File: src/atrlc_pkg.sv
// Shared types, constants and keyword table for the AT response line classifier.
`default_nettype none
package atrlc_pkg;

  localparam int unsigned LINE_LEN_MAX = 1024;
  localparam int unsigned LEN_W        = 11;
  localparam int unsigned LEN_CAP_INT  = (LINE_LEN_MAX < 2047) ? LINE_LEN_MAX : 2047;
  localparam logic [LEN_W-1:0] LEN_CAP = LEN_W'(LEN_CAP_INT);

  localparam int unsigned KW_COUNT = 4;

  localparam logic [7:0] CHAR_CR = 8'h0D;
  localparam logic [7:0] CHAR_LF = 8'h0A;

  localparam logic [2:0] RESP_NONE       = 3'd0;
  localparam logic [2:0] RESP_OK         = 3'd1;
  localparam logic [2:0] RESP_ERROR      = 3'd2;
  localparam logic [2:0] RESP_CONNECT    = 3'd3;
  localparam logic [2:0] RESP_NO_CARRIER = 3'd4;

  localparam logic [1:0] KW_OK         = 2'd0;
  localparam logic [1:0] KW_ERROR      = 2'd1;
  localparam logic [1:0] KW_CONNECT    = 2'd2;
  localparam logic [1:0] KW_NO_CARRIER = 2'd3;

  typedef struct packed {
    logic [7:0] rx_byte;
    logic       start_command;
  } in_t;

  typedef struct packed {
    logic [2:0]       response_code;
    logic [LEN_W-1:0] line_length;
    logic [3:0]       seen_mask;
  } out_t;

  function automatic logic [3:0] kw_len(input logic [1:0] k);
    logic [3:0] len;
    unique case (k)
      KW_OK:         len = 4'd2;
      KW_ERROR:      len = 4'd5;
      KW_CONNECT:    len = 4'd7;
      KW_NO_CARRIER: len = 4'd10;
      default:       len = 4'd0;
    endcase
    return len;
  endfunction

  function automatic logic [7:0] kw_char(input logic [1:0] k, input logic [3:0] pos);
    localparam logic [0:9][7:0] T_OK  = {"OK", 64'h0};
    localparam logic [0:9][7:0] T_ERR = {"ERROR", 40'h0};
    localparam logic [0:9][7:0] T_CON = {"CONNECT", 24'h0};
    localparam logic [0:9][7:0] T_NOC = "NO CARRIER";
    logic [7:0] c;
    c = 8'h00;
    if (pos < 4'd10) begin
      unique case (k)
        KW_OK:         c = T_OK[pos];
        KW_ERROR:      c = T_ERR[pos];
        KW_CONNECT:    c = T_CON[pos];
        KW_NO_CARRIER: c = T_NOC[pos];
        default:       c = 8'h00;
      endcase
    end
    return c;
  endfunction

  function automatic logic [7:0] fold_upper(input logic [7:0] c);
    logic [7:0] r;
    r = c;
    if (c >= 8'h61 && c <= 8'h7A) begin
      r = c - 8'h20;
    end
    return r;
  endfunction

endpackage
`default_nettype wire

File: src/at_response_line_classifier.sv
// Top level: frames CR LF lines and classifies each by its leading AT response keyword.
// A beat is held in the input register; a line-ending beat then loads the result register.
// Throughput: one beat per cycle; limited only by the result register being taken.
// The input register and result register part the two sides; input stays ready while
// a finished result waits, as long as the staged beat can move on.
// Reset (rst_n low, synchronous): no beats held, mask clear, line state empty.
`default_nettype none
module at_response_line_classifier (
  input  wire logic             clk,
  input  wire logic             rst_n,
  input  wire logic             in_valid,
  output logic                  in_ready,
  input  wire atrlc_pkg::in_t   in_data,
  output logic                  out_valid,
  input  wire logic             out_ready,
  output atrlc_pkg::out_t       out_data
);
  import atrlc_pkg::*;

  logic             s1_valid_r;
  in_t              s1_r;
  logic             out_valid_r;
  out_t             out_r;

  logic             cr_seen_r;
  logic [LEN_W-1:0] line_count_r;
  logic [3:0]       alive_r;
  logic [3:0]       mask_r;

  logic             s1_adv;
  logic             line_end;
  logic [7:0]       folded;
  logic [3:0]       alive_nxt;
  logic [LEN_W-1:0] count_nxt;
  logic [2:0]       code_nxt;
  logic [3:0]       mask_nxt;
  logic [1:0]       kw_idx [KW_COUNT];

  assign folded   = fold_upper(s1_r.rx_byte);
  assign line_end = !s1_r.start_command && (s1_r.rx_byte == CHAR_LF) && cr_seen_r;
  assign count_nxt = (line_count_r < LEN_CAP) ? line_count_r + 1'b1 : line_count_r;

  always_comb begin
    for (int k = 0; k < KW_COUNT; k++) begin
      kw_idx[k] = 2'(k);
    end
  end

  always_comb begin
    alive_nxt = alive_r;
    for (int k = 0; k < KW_COUNT; k++) begin
      if (line_count_r < LEN_W'(kw_len(kw_idx[k]))) begin
        if (folded != kw_char(kw_idx[k], line_count_r[3:0])) begin
          alive_nxt[k] = 1'b0;
        end
      end
    end
  end

  always_comb begin
    code_nxt = RESP_NONE;
    mask_nxt = mask_r;
    priority if (alive_nxt[KW_OK]) begin
      code_nxt = RESP_OK;
      mask_nxt[KW_OK] = 1'b1;
    end else if (alive_nxt[KW_ERROR]) begin
      code_nxt = RESP_ERROR;
      mask_nxt[KW_ERROR] = 1'b1;
    end else if (alive_nxt[KW_CONNECT]) begin
      code_nxt = RESP_CONNECT;
      mask_nxt[KW_CONNECT] = 1'b1;
    end else if (alive_nxt[KW_NO_CARRIER]) begin
      code_nxt = RESP_NO_CARRIER;
      mask_nxt[KW_NO_CARRIER] = 1'b1;
    end else begin
      code_nxt = RESP_NONE;
    end
  end

  assign s1_adv   = s1_valid_r && (!line_end || !out_valid_r || out_ready);
  assign in_ready = !s1_valid_r || s1_adv;
  assign out_valid = out_valid_r;
  assign out_data  = out_r;

  always_ff @(posedge clk) begin
    if (!rst_n) begin
      s1_valid_r   <= 1'b0;
      out_valid_r  <= 1'b0;
      cr_seen_r    <= 1'b0;
      line_count_r <= '0;
      alive_r      <= 4'hF;
      mask_r       <= 4'h0;
    end else begin
      if (in_ready) begin
        s1_valid_r <= in_valid;
      end
      if (s1_adv && line_end) begin
        out_valid_r <= 1'b1;
      end else if (out_ready) begin
        out_valid_r <= 1'b0;
      end
      if (s1_adv) begin
        if (s1_r.start_command) begin
          cr_seen_r    <= 1'b0;
          line_count_r <= '0;
          alive_r      <= 4'hF;
          mask_r       <= 4'h0;
        end else if (line_end) begin
          cr_seen_r    <= 1'b0;
          line_count_r <= '0;
          alive_r      <= 4'hF;
          mask_r       <= mask_nxt;
        end else begin
          cr_seen_r    <= (s1_r.rx_byte == CHAR_CR);
          line_count_r <= count_nxt;
          alive_r      <= alive_nxt;
        end
      end
    end
  end

  always_ff @(posedge clk) begin
    if (in_valid && in_ready) begin
      s1_r <= in_data;
    end
    if (s1_adv && line_end) begin
      out_r.response_code <= code_nxt;
      out_r.line_length   <= count_nxt;
      out_r.seen_mask     <= mask_nxt;
    end
  end

  a_code_in_mask: assert property (@(posedge clk) disable iff (!rst_n)
    out_valid && out_data.response_code != RESP_NONE |->
      out_data.seen_mask[out_data.response_code[1:0] - 2'd1]
      || out_data.response_code == RESP_NO_CARRIER)
    else $error("reported keyword missing from seen mask");

  a_min_len: assert property (@(posedge clk) disable iff (!rst_n)
    out_valid |-> out_data.line_length >= LEN_W'(2))
    else $error("finished line shorter than CR LF");

  a_no_drop: assert property (@(posedge clk) disable iff (!rst_n)
    out_valid && !out_ready |=> out_valid)
    else $error("pending result dropped");

  a_ready_idle: assert property (@(posedge clk) disable iff (!rst_n)
    !s1_valid_r |-> in_ready)
    else $error("input stalled with empty stage");

endmodule
`default_nettype wire
File: config.mk
export PLATFORM = sky130hd
export DESIGN_NAME = at_response_line_classifier
export DESIGN_NICKNAME = d
export VERILOG_FILES = /design/src/atrlc_pkg.sv /design/src/at_response_line_classifier.sv
export SDC_FILE = /design/constraint.sdc
export NUM_CORES = 1
export LEC_CHECK = 0
export BUFFER_PORTS_ARGS = -buffer_cell sky130_fd_sc_hd__buf_2
export CORE_UTILIZATION = 50
export DETAILED_ROUTE_END_ITERATION = 8
export PLACE_DENSITY = 0.7
export SKIP_CTS_REPAIR_TIMING = 1
export SLEW_MARGIN = 0
export SYNTH_ARGS = -nofsm -noshare
export SYNTH_HDL_FRONTEND = slang
export SYNTH_SLANG_ARGS = --single-unit
export TNS_END_PERCENT = 50
File: constraint.sdc
create_clock -name clk -period 4.43 [get_ports clk]
set_clock_uncertainty 0.2 [all_clocks]
set_input_delay 0.886 -clock clk [delete_from_list [all_inputs] [get_ports clk]]
set_output_delay 0.886 -clock clk [all_outputs]
set_load 0.05 [all_outputs]
==> results.toml, run 1 <==
[global_routing]
grt_pass1_vias = 1887
grt_usage_pct = 19.22
grt_pass1_wl_um = 9149
antenna_found_initial = 0
grt_start_max_net_pins = 25
grt_overflow = 0

[timing]
tightestPinTransition_ns = 0.9399
fmax_ghz = 0.2835
fin_crit_ns = 3.528
report.final.setup_viol = 0
final.period_utilization_pct = 79.63
rsz0062_at_grt = "no"
slew_viol_final = 0
setup_slack_ns = 0.9025
fin_setup_tns_ns = 0
relSlewSlack_pct = 37.34
hold_viol = 0

[floorplan]
dieArea_mm2 = 0.006050
fp.dieW_um = 77.78
die_y_um = 77.78
placementRows = 27
core_mm2 = 0.005507
start_util_pct = 52.15
io_pins = 33

[route]
drc_errors = 0
wl_per_cell_um = 15.06
wl_um = 5752
vias = 2188
routed_via_density = 5.728
ant_nets = 0
firstDrtPassIters = 4
drtIter0Drc = 142

[status]
status = "finished, final reports clean"

[clocking]
insertion_delay_ns = 0.30
clockRootBuffer = "clkbuf_8"
numClockSinks = 49
htree_levels = 2
clkTransAtPathRegs_ns = 0.09
cts_tree = "done"
cts_buffer_depth = 2
numCtsBuffers = 5

[layout]
fin_nets = 329
drive_gt1_share_pct = 19.03
fillers = 476
areaGrowthSynthToFinish_pct = 7.669
fin_cells = 382
antenna_cells = 0

[worst_setup_path]
worstSetupEndpointType = "output port"
crit_arrival_ns = 2.44
regToRegSetupSlack_ns = 1.13
worstPathMaxFanout = 16
path_class = "flip-flop to output port"
required_ns = 3.34
cp-start-kind = "flip-flop"

[synthesis]
yosysSeqAreaShare_pct = 43.57
avgSynthCellArea_um2 = 9.902
syn-num-nets = 310
synth.yosys.warnings = 0
netlist_instances = 290
synthFlopType = "edfxtp_1"
synth_top_area_share_pct = 28.24
synth_top_cell_by_area = "edfxtp_1"
synth_seq_cells = 49
synth-async-reset-ratio_pct = 0
yosysMostFrequentCell = "edfxtp_1"
yosysUniqueCellTypes = 66
synth_edf_count = 27
synthTopCellsByCount = "edfxtp_1 (27), dfxtp_1 (22), nand2_1 (20)"
yosys-top-cells-area = "edfxtp_1 (28%), dfxtp_1 (15%), nor2b_1 (3.9%)"
synth_area_mm2 = 0.002872

[placed_design]
hpwl_um = 4013
port-buffer-count = 32
dpl.cell_count = 374
gp_congestion = 0.9124
dp_slack_ns = 1.154

[pwr]
power_density_mw_per_mm2 = 281.0
power.total_w = 0.0008688
p_leak_nw = 1.143
ir_drop_mv = 0.2444

[flow_run]
max_cap_viol_count = 0

[min_path]
hold_class = "flip-flop to flip-flop"
[logic make-up (layout without fill, tap and decap cells)]
| family | count (synthesis) | count (layout) | synth area share (%) |
|---|---|---|---|
| muxes | 4 | 4 | 1.438 |
| buffers and inverters | 35 | 55 | 6.667 |
| AOI/OAI and AO/OA | 74 | 74 | 19.83 |
| and+or+nand+nor | 104 | 104 | 20.26 |
| adders and majority gates | 7 | 7 | 3.050 |
| DFF | 49 | 49 | 43.57 |
| xor gates and xnor gates | 17 | 17 | 5.185 |
[layout by cell type, fill, tap and decap left out, types with 3 or more instances in the layout]
master / instances
nor3b_1: 3
nor2b_1: 18
o21ai_0: 6
xnor2_1: 11
a21oi_1: 14
nand4_1: 3
or2_2: 6
o211a_1: 3
nor4_1: 8
a21boi_0: 4
nor3_1: 7
a22oi_1: 11
o31ai_1: 3
a31oi_1: 5
edfxtp_1: 27
nor2_1: 17
inv_1: 11
a211oi_1: 3
clkbuf_8: 5
xor2_1: 6
buf_4: 3
nand3_1: 5
ha_1: 7
dfxtp_1: 22
buf_2: 32
mux2i_1: 3
nand2_1: 20
or3_1: 3
[worst max-delay path, stage by stage (launching register included)]
cell and delay (ns):
edfxtp_1 0.62, nor4_1 0.33, nand2_1 0.12, nor4_2 0.64, nand3_1 0.17, buf_2 0.25
[report_power, final]
group | switching, W | total [W] | internal, W | leakage, nW
combinational | 0.0000438 | 0.0000816 | 0.0000378 | 0.682
clock | 0.000161 | 0.000276 | 0.000116 | 0.0466
sequential | 0.0000233 | 0.000511 | 0.000488 | 0.415
[layer usage]
layer	share of wire, %	up-vias	track usage [%]
li1	-	1101	-
met1	48	1020	26.81
met2	47	60	30.62
met3	4.0	7	3.294
met4	1.1	0	5.283
met5	0	-	0
[final cells by class]
type | instances | area, um2 | share of cell area (%)
clock inverters | 3 | 25.02 | 0.8094
multi-input cells | 206 | 1429 | 46.22
clock buffers | 5 | 68.82 | 2.226
flip-flops and latches | 49 | 1251 | 40.47
well taps | 72 | 90.09 | 2.914
repair buffers | 35 | 182.7 | 5.909
inverters | 12 | 45.04 | 1.457
[worst paths after layout]
check | startpoint | endpoint | depth (start not counted)
hold reg to reg | cr_seen_r | cr_seen_r | 2
hold / removal | cr_seen_r | cr_seen_r | 2
setup / recovery | s1_r[5] | in_ready | 5
setup reg to reg | line_count_r[1] | out_data[3] | 9
[flip-flops by register name, indices dropped and copies added, names as in the netlist]
register and flops:
out_valid 1, out_data 18, s1_r 9, s1_valid_r 1, mask_r 4, cr_seen_r 1, alive_r 4, line_count_r 11
[through the flow]
stage / util [%] / cell area [um2] / hold slack [ns]
floorplan: - / 2872 / 0.2522
global placement: 54.44 / 2998 / 0.2852
detailed placement: 54.44 / 2998 / 0.2825
CTS: 56.15 / 3092 / 0.3063
global route: 56.15 / 3092 / 0.3399
finish: 56.15 / 3092 / 0.3021
Power figures use the tool's default switching activity.
==> run 2, diff against run 1 <==
Settings changed: ABC_AREA set to 1.
Clock period 4.43 ns to 3.3 ns, I/O delays scaled along.
==> run 2 against run 1 <==
Combinational power grew 53%. Area after synthesis shrank 0.74%. Via count grew 5.9%. Design area grew 1.9%. Highest routed layer unchanged. Global-route usage grew 1.4 points. Critical path depth grew 2. Critical endpoint unchanged. Utilization grew 1.1 points. Clock power grew 37%.
==> results.toml, run 2 <==
[synthesis]
synthFlopType = "edfxtp_1"
yosysUniqueCellTypes = 36
synth_area_mm2 = 0.002850
yosysSeqAreaShare_pct = 43.90
synth_seq_cells = 49
synthTopCellsByCount = "nand2_1 (86), inv_1 (36), nor2_1 (35)"
yosys-top-cells-area = "edfxtp_1 (28%), dfxtp_1 (15%), nand2_1 (11%)"
synth_top_area_share_pct = 28.45
synth.yosys.warnings = 0
synth-async-reset-ratio_pct = 0
synth_top_cell_by_area = "edfxtp_1"
yosysMostFrequentCell = "nand2_1"
avgSynthCellArea_um2 = 8.097
synth_edf_count = 27
syn-num-nets = 372
netlist_instances = 352

[placed_design]
dp_slack_ns = 0.6375
port-buffer-count = 32
dpl.cell_count = 448
gp_congestion = 0.8794
postPlaceCellArea_mm2 = 0.003055
hpwl_um = 4233

[timing]
relSlewSlack_pct = 51.42
fin_crit_ns = 2.774
fin_setup_tns_ns = 0
slew_viol_final = 0
report.final.setup_viol = 0
rsz0062_at_grt = "no"
tightestPinTransition_ns = 0.7278
whs_ns = 0.2786
final.period_utilization_pct = 84.07
fmax_ghz = 0.3604
setup_slack_ns = 0.5255
hold_viol = 0

[clocking]
insertion_delay_ns = 0.31
clockRootBuffer = "clkbuf_8"
cts_tree = "done"
cts_buffer_depth = 2
numClockSinks = 49
clkTransAtPathRegs_ns = 0.10
numCtsBuffers = 5
htree_levels = 2

[layout]
fin_cells = 456
multiInputGateArea_mm2 = 0.001385
areaGrowthSynthToFinish_pct = 10.54
largest_reg_flops = 18
drive_gt1_share_pct = 22.14
final_common_cell = "nand2_1"
seq_area_mm2 = 0.001251
fin_nets = 403
layout_common_cells = "nand2_1 (86), inv_1 (36), nor2_1 (35)"
fillers = 523
antenna_cells = 0
fin_area_mm2 = 0.003151

[pwr]
p_leak_nw = 1.399
switchingPower_w = 0.0003254
ir_drop_mv = 0.2267
pwr-share-clk_pct = 32.2
switching_share_pct = 27.58
comb_power_share_pct = 10.6
seqPwrFrac_pct = 57.3
power_density_mw_per_mm2 = 374.5
p_int_w = 0.0008544

[global_routing]
grt_usage_pct = 20.66
antenna_found_initial = 0
grt_pass1_vias = 2117
grt_start_max_net_pins = 20
grt_overflow = 0
grt_pass1_wl_um = 9756

[route]
wl_per_cell_um = 12.34
ant_nets = 0
drc_errors = 0
drtIter0Drc = 168
firstDrtPassIters = 4
vias = 2317
wl_um = 5629
routed_via_density = 5.081

[worst_setup_path]
worstPathMaxFanout = 6
critPathMostFrequentCell = "nand3_1"
max_stage_delay_ns = 0.49
cp-start-kind = "flip-flop"
path_class = "flip-flop to output port"
regToRegSetupSlack_ns = 0.62
worstSetupEndpointType = "output port"
crit_slowest_cell = "edfxtp_1"
required_ns = 2.44
cp_cell_sequence = "inv_2 -> nand4_1 -> inv_1 -> nand3_1 -> nor3_2 -> nand3_1 -> buf_2"
crit_arrival_ns = 1.91

[floorplan]
io_pins = 33
core_mm2 = 0.005507
placementRows = 27
dieArea_mm2 = 0.006006
fp.dieW_um = 77.50
start_util_pct = 51.76
die_y_um = 77.50

[status]
status = "finished, final reports clean"

[min_path]
hold_class = "flip-flop to flip-flop"

[flow_run]
max_cap_viol_count = 0
## run 2: cell count changes after synthesis, moves of 6 or more
cell      change
nand2_1      +66
clkbuf_1      -6
inv_1        +25
a21oi_1       +6
nand2_2      +14
nand3_1      +19
xor2_1        +6
nor2b_1      -18
nor2_1       +18
a22oi_1       -8
nor4_1        -7
xnor2_1       -9
inv_2         +9
## run 2: power by group through the flow
stage / Sequential, W / Combinational, W / Clock, W
floorplan: 0.000681 / 0.000104 / 0
global placement: 0.000689 / 0.000122 / 0
CTS: 0.000675 / 0.000125 / 0.000391
finish: 0.000676 / 0.000125 / 0.000379
detailed placement: 0.000689 / 0.000124 / 0
global route: 0.000679 / 0.000141 / 0.000409
## run 2: critical path, delay by kind of cell (launching register included)
kind / cells / cell delay [ns]
buf+inv: 3 / 0.50
simple gates: 4 / 0.60
flops: 1 / 0.49
## run 2: final cells by class
class                   count  area share, %
multi-input cells         250          43.96
flip-flops and latches     49          39.71
inverters                  45          5.361
repair buffers             32          5.083
well taps                  72          2.859
clock buffers               5          2.184
clock inverters             3         0.8340
## run 2: layer usage
| metal | GRT usage [%] | share of wire, % | vias up |
|---|---|---|---|
| li1 | - | - | 1202 |
| met1 | 28.54 | 47 | 1040 |
| met2 | 32.83 | 46 | 69 |
| met3 | 3.647 | 6.1 | 6 |
| met4 | 6.415 | 0.99 | 0 |
| met5 | 0 | 0 | - |
## run 2: cell families (layout without fill, tap and decap cells)
group | Yosys count | count (layout) | synth area share [%]
DFF | 49 | 49 | 43.90
and+or+nand+nor | 195 | 195 | 34.15
xor gates and xnor gates | 14 | 14 | 4.302
AOI/OAI and AO/OA | 34 | 34 | 7.068
adders and majority gates | 7 | 7 | 3.073
buffers and inverters | 53 | 85 | 7.506
## run 2: worst paths after layout
kind	start	end	depth (start not counted)
setup / recovery	s1_r[5]	in_ready	7
hold / removal	mask_r[2]	mask_r[2]	2
setup reg to reg	s1_r[5]	out_data[6]	10
hold reg to reg	mask_r[2]	mask_r[2]	2
## run 2: stage by stage
stage          util (%)  power [W]
6_report          57.21   0.001180
5_1_grt           57.21   0.001229
4_1_cts           57.21   0.001191
3_5_place_dp      55.49  0.0008134
3_3_place_gp      55.49  0.0008110
2_1_floorplan         -  0.0007852
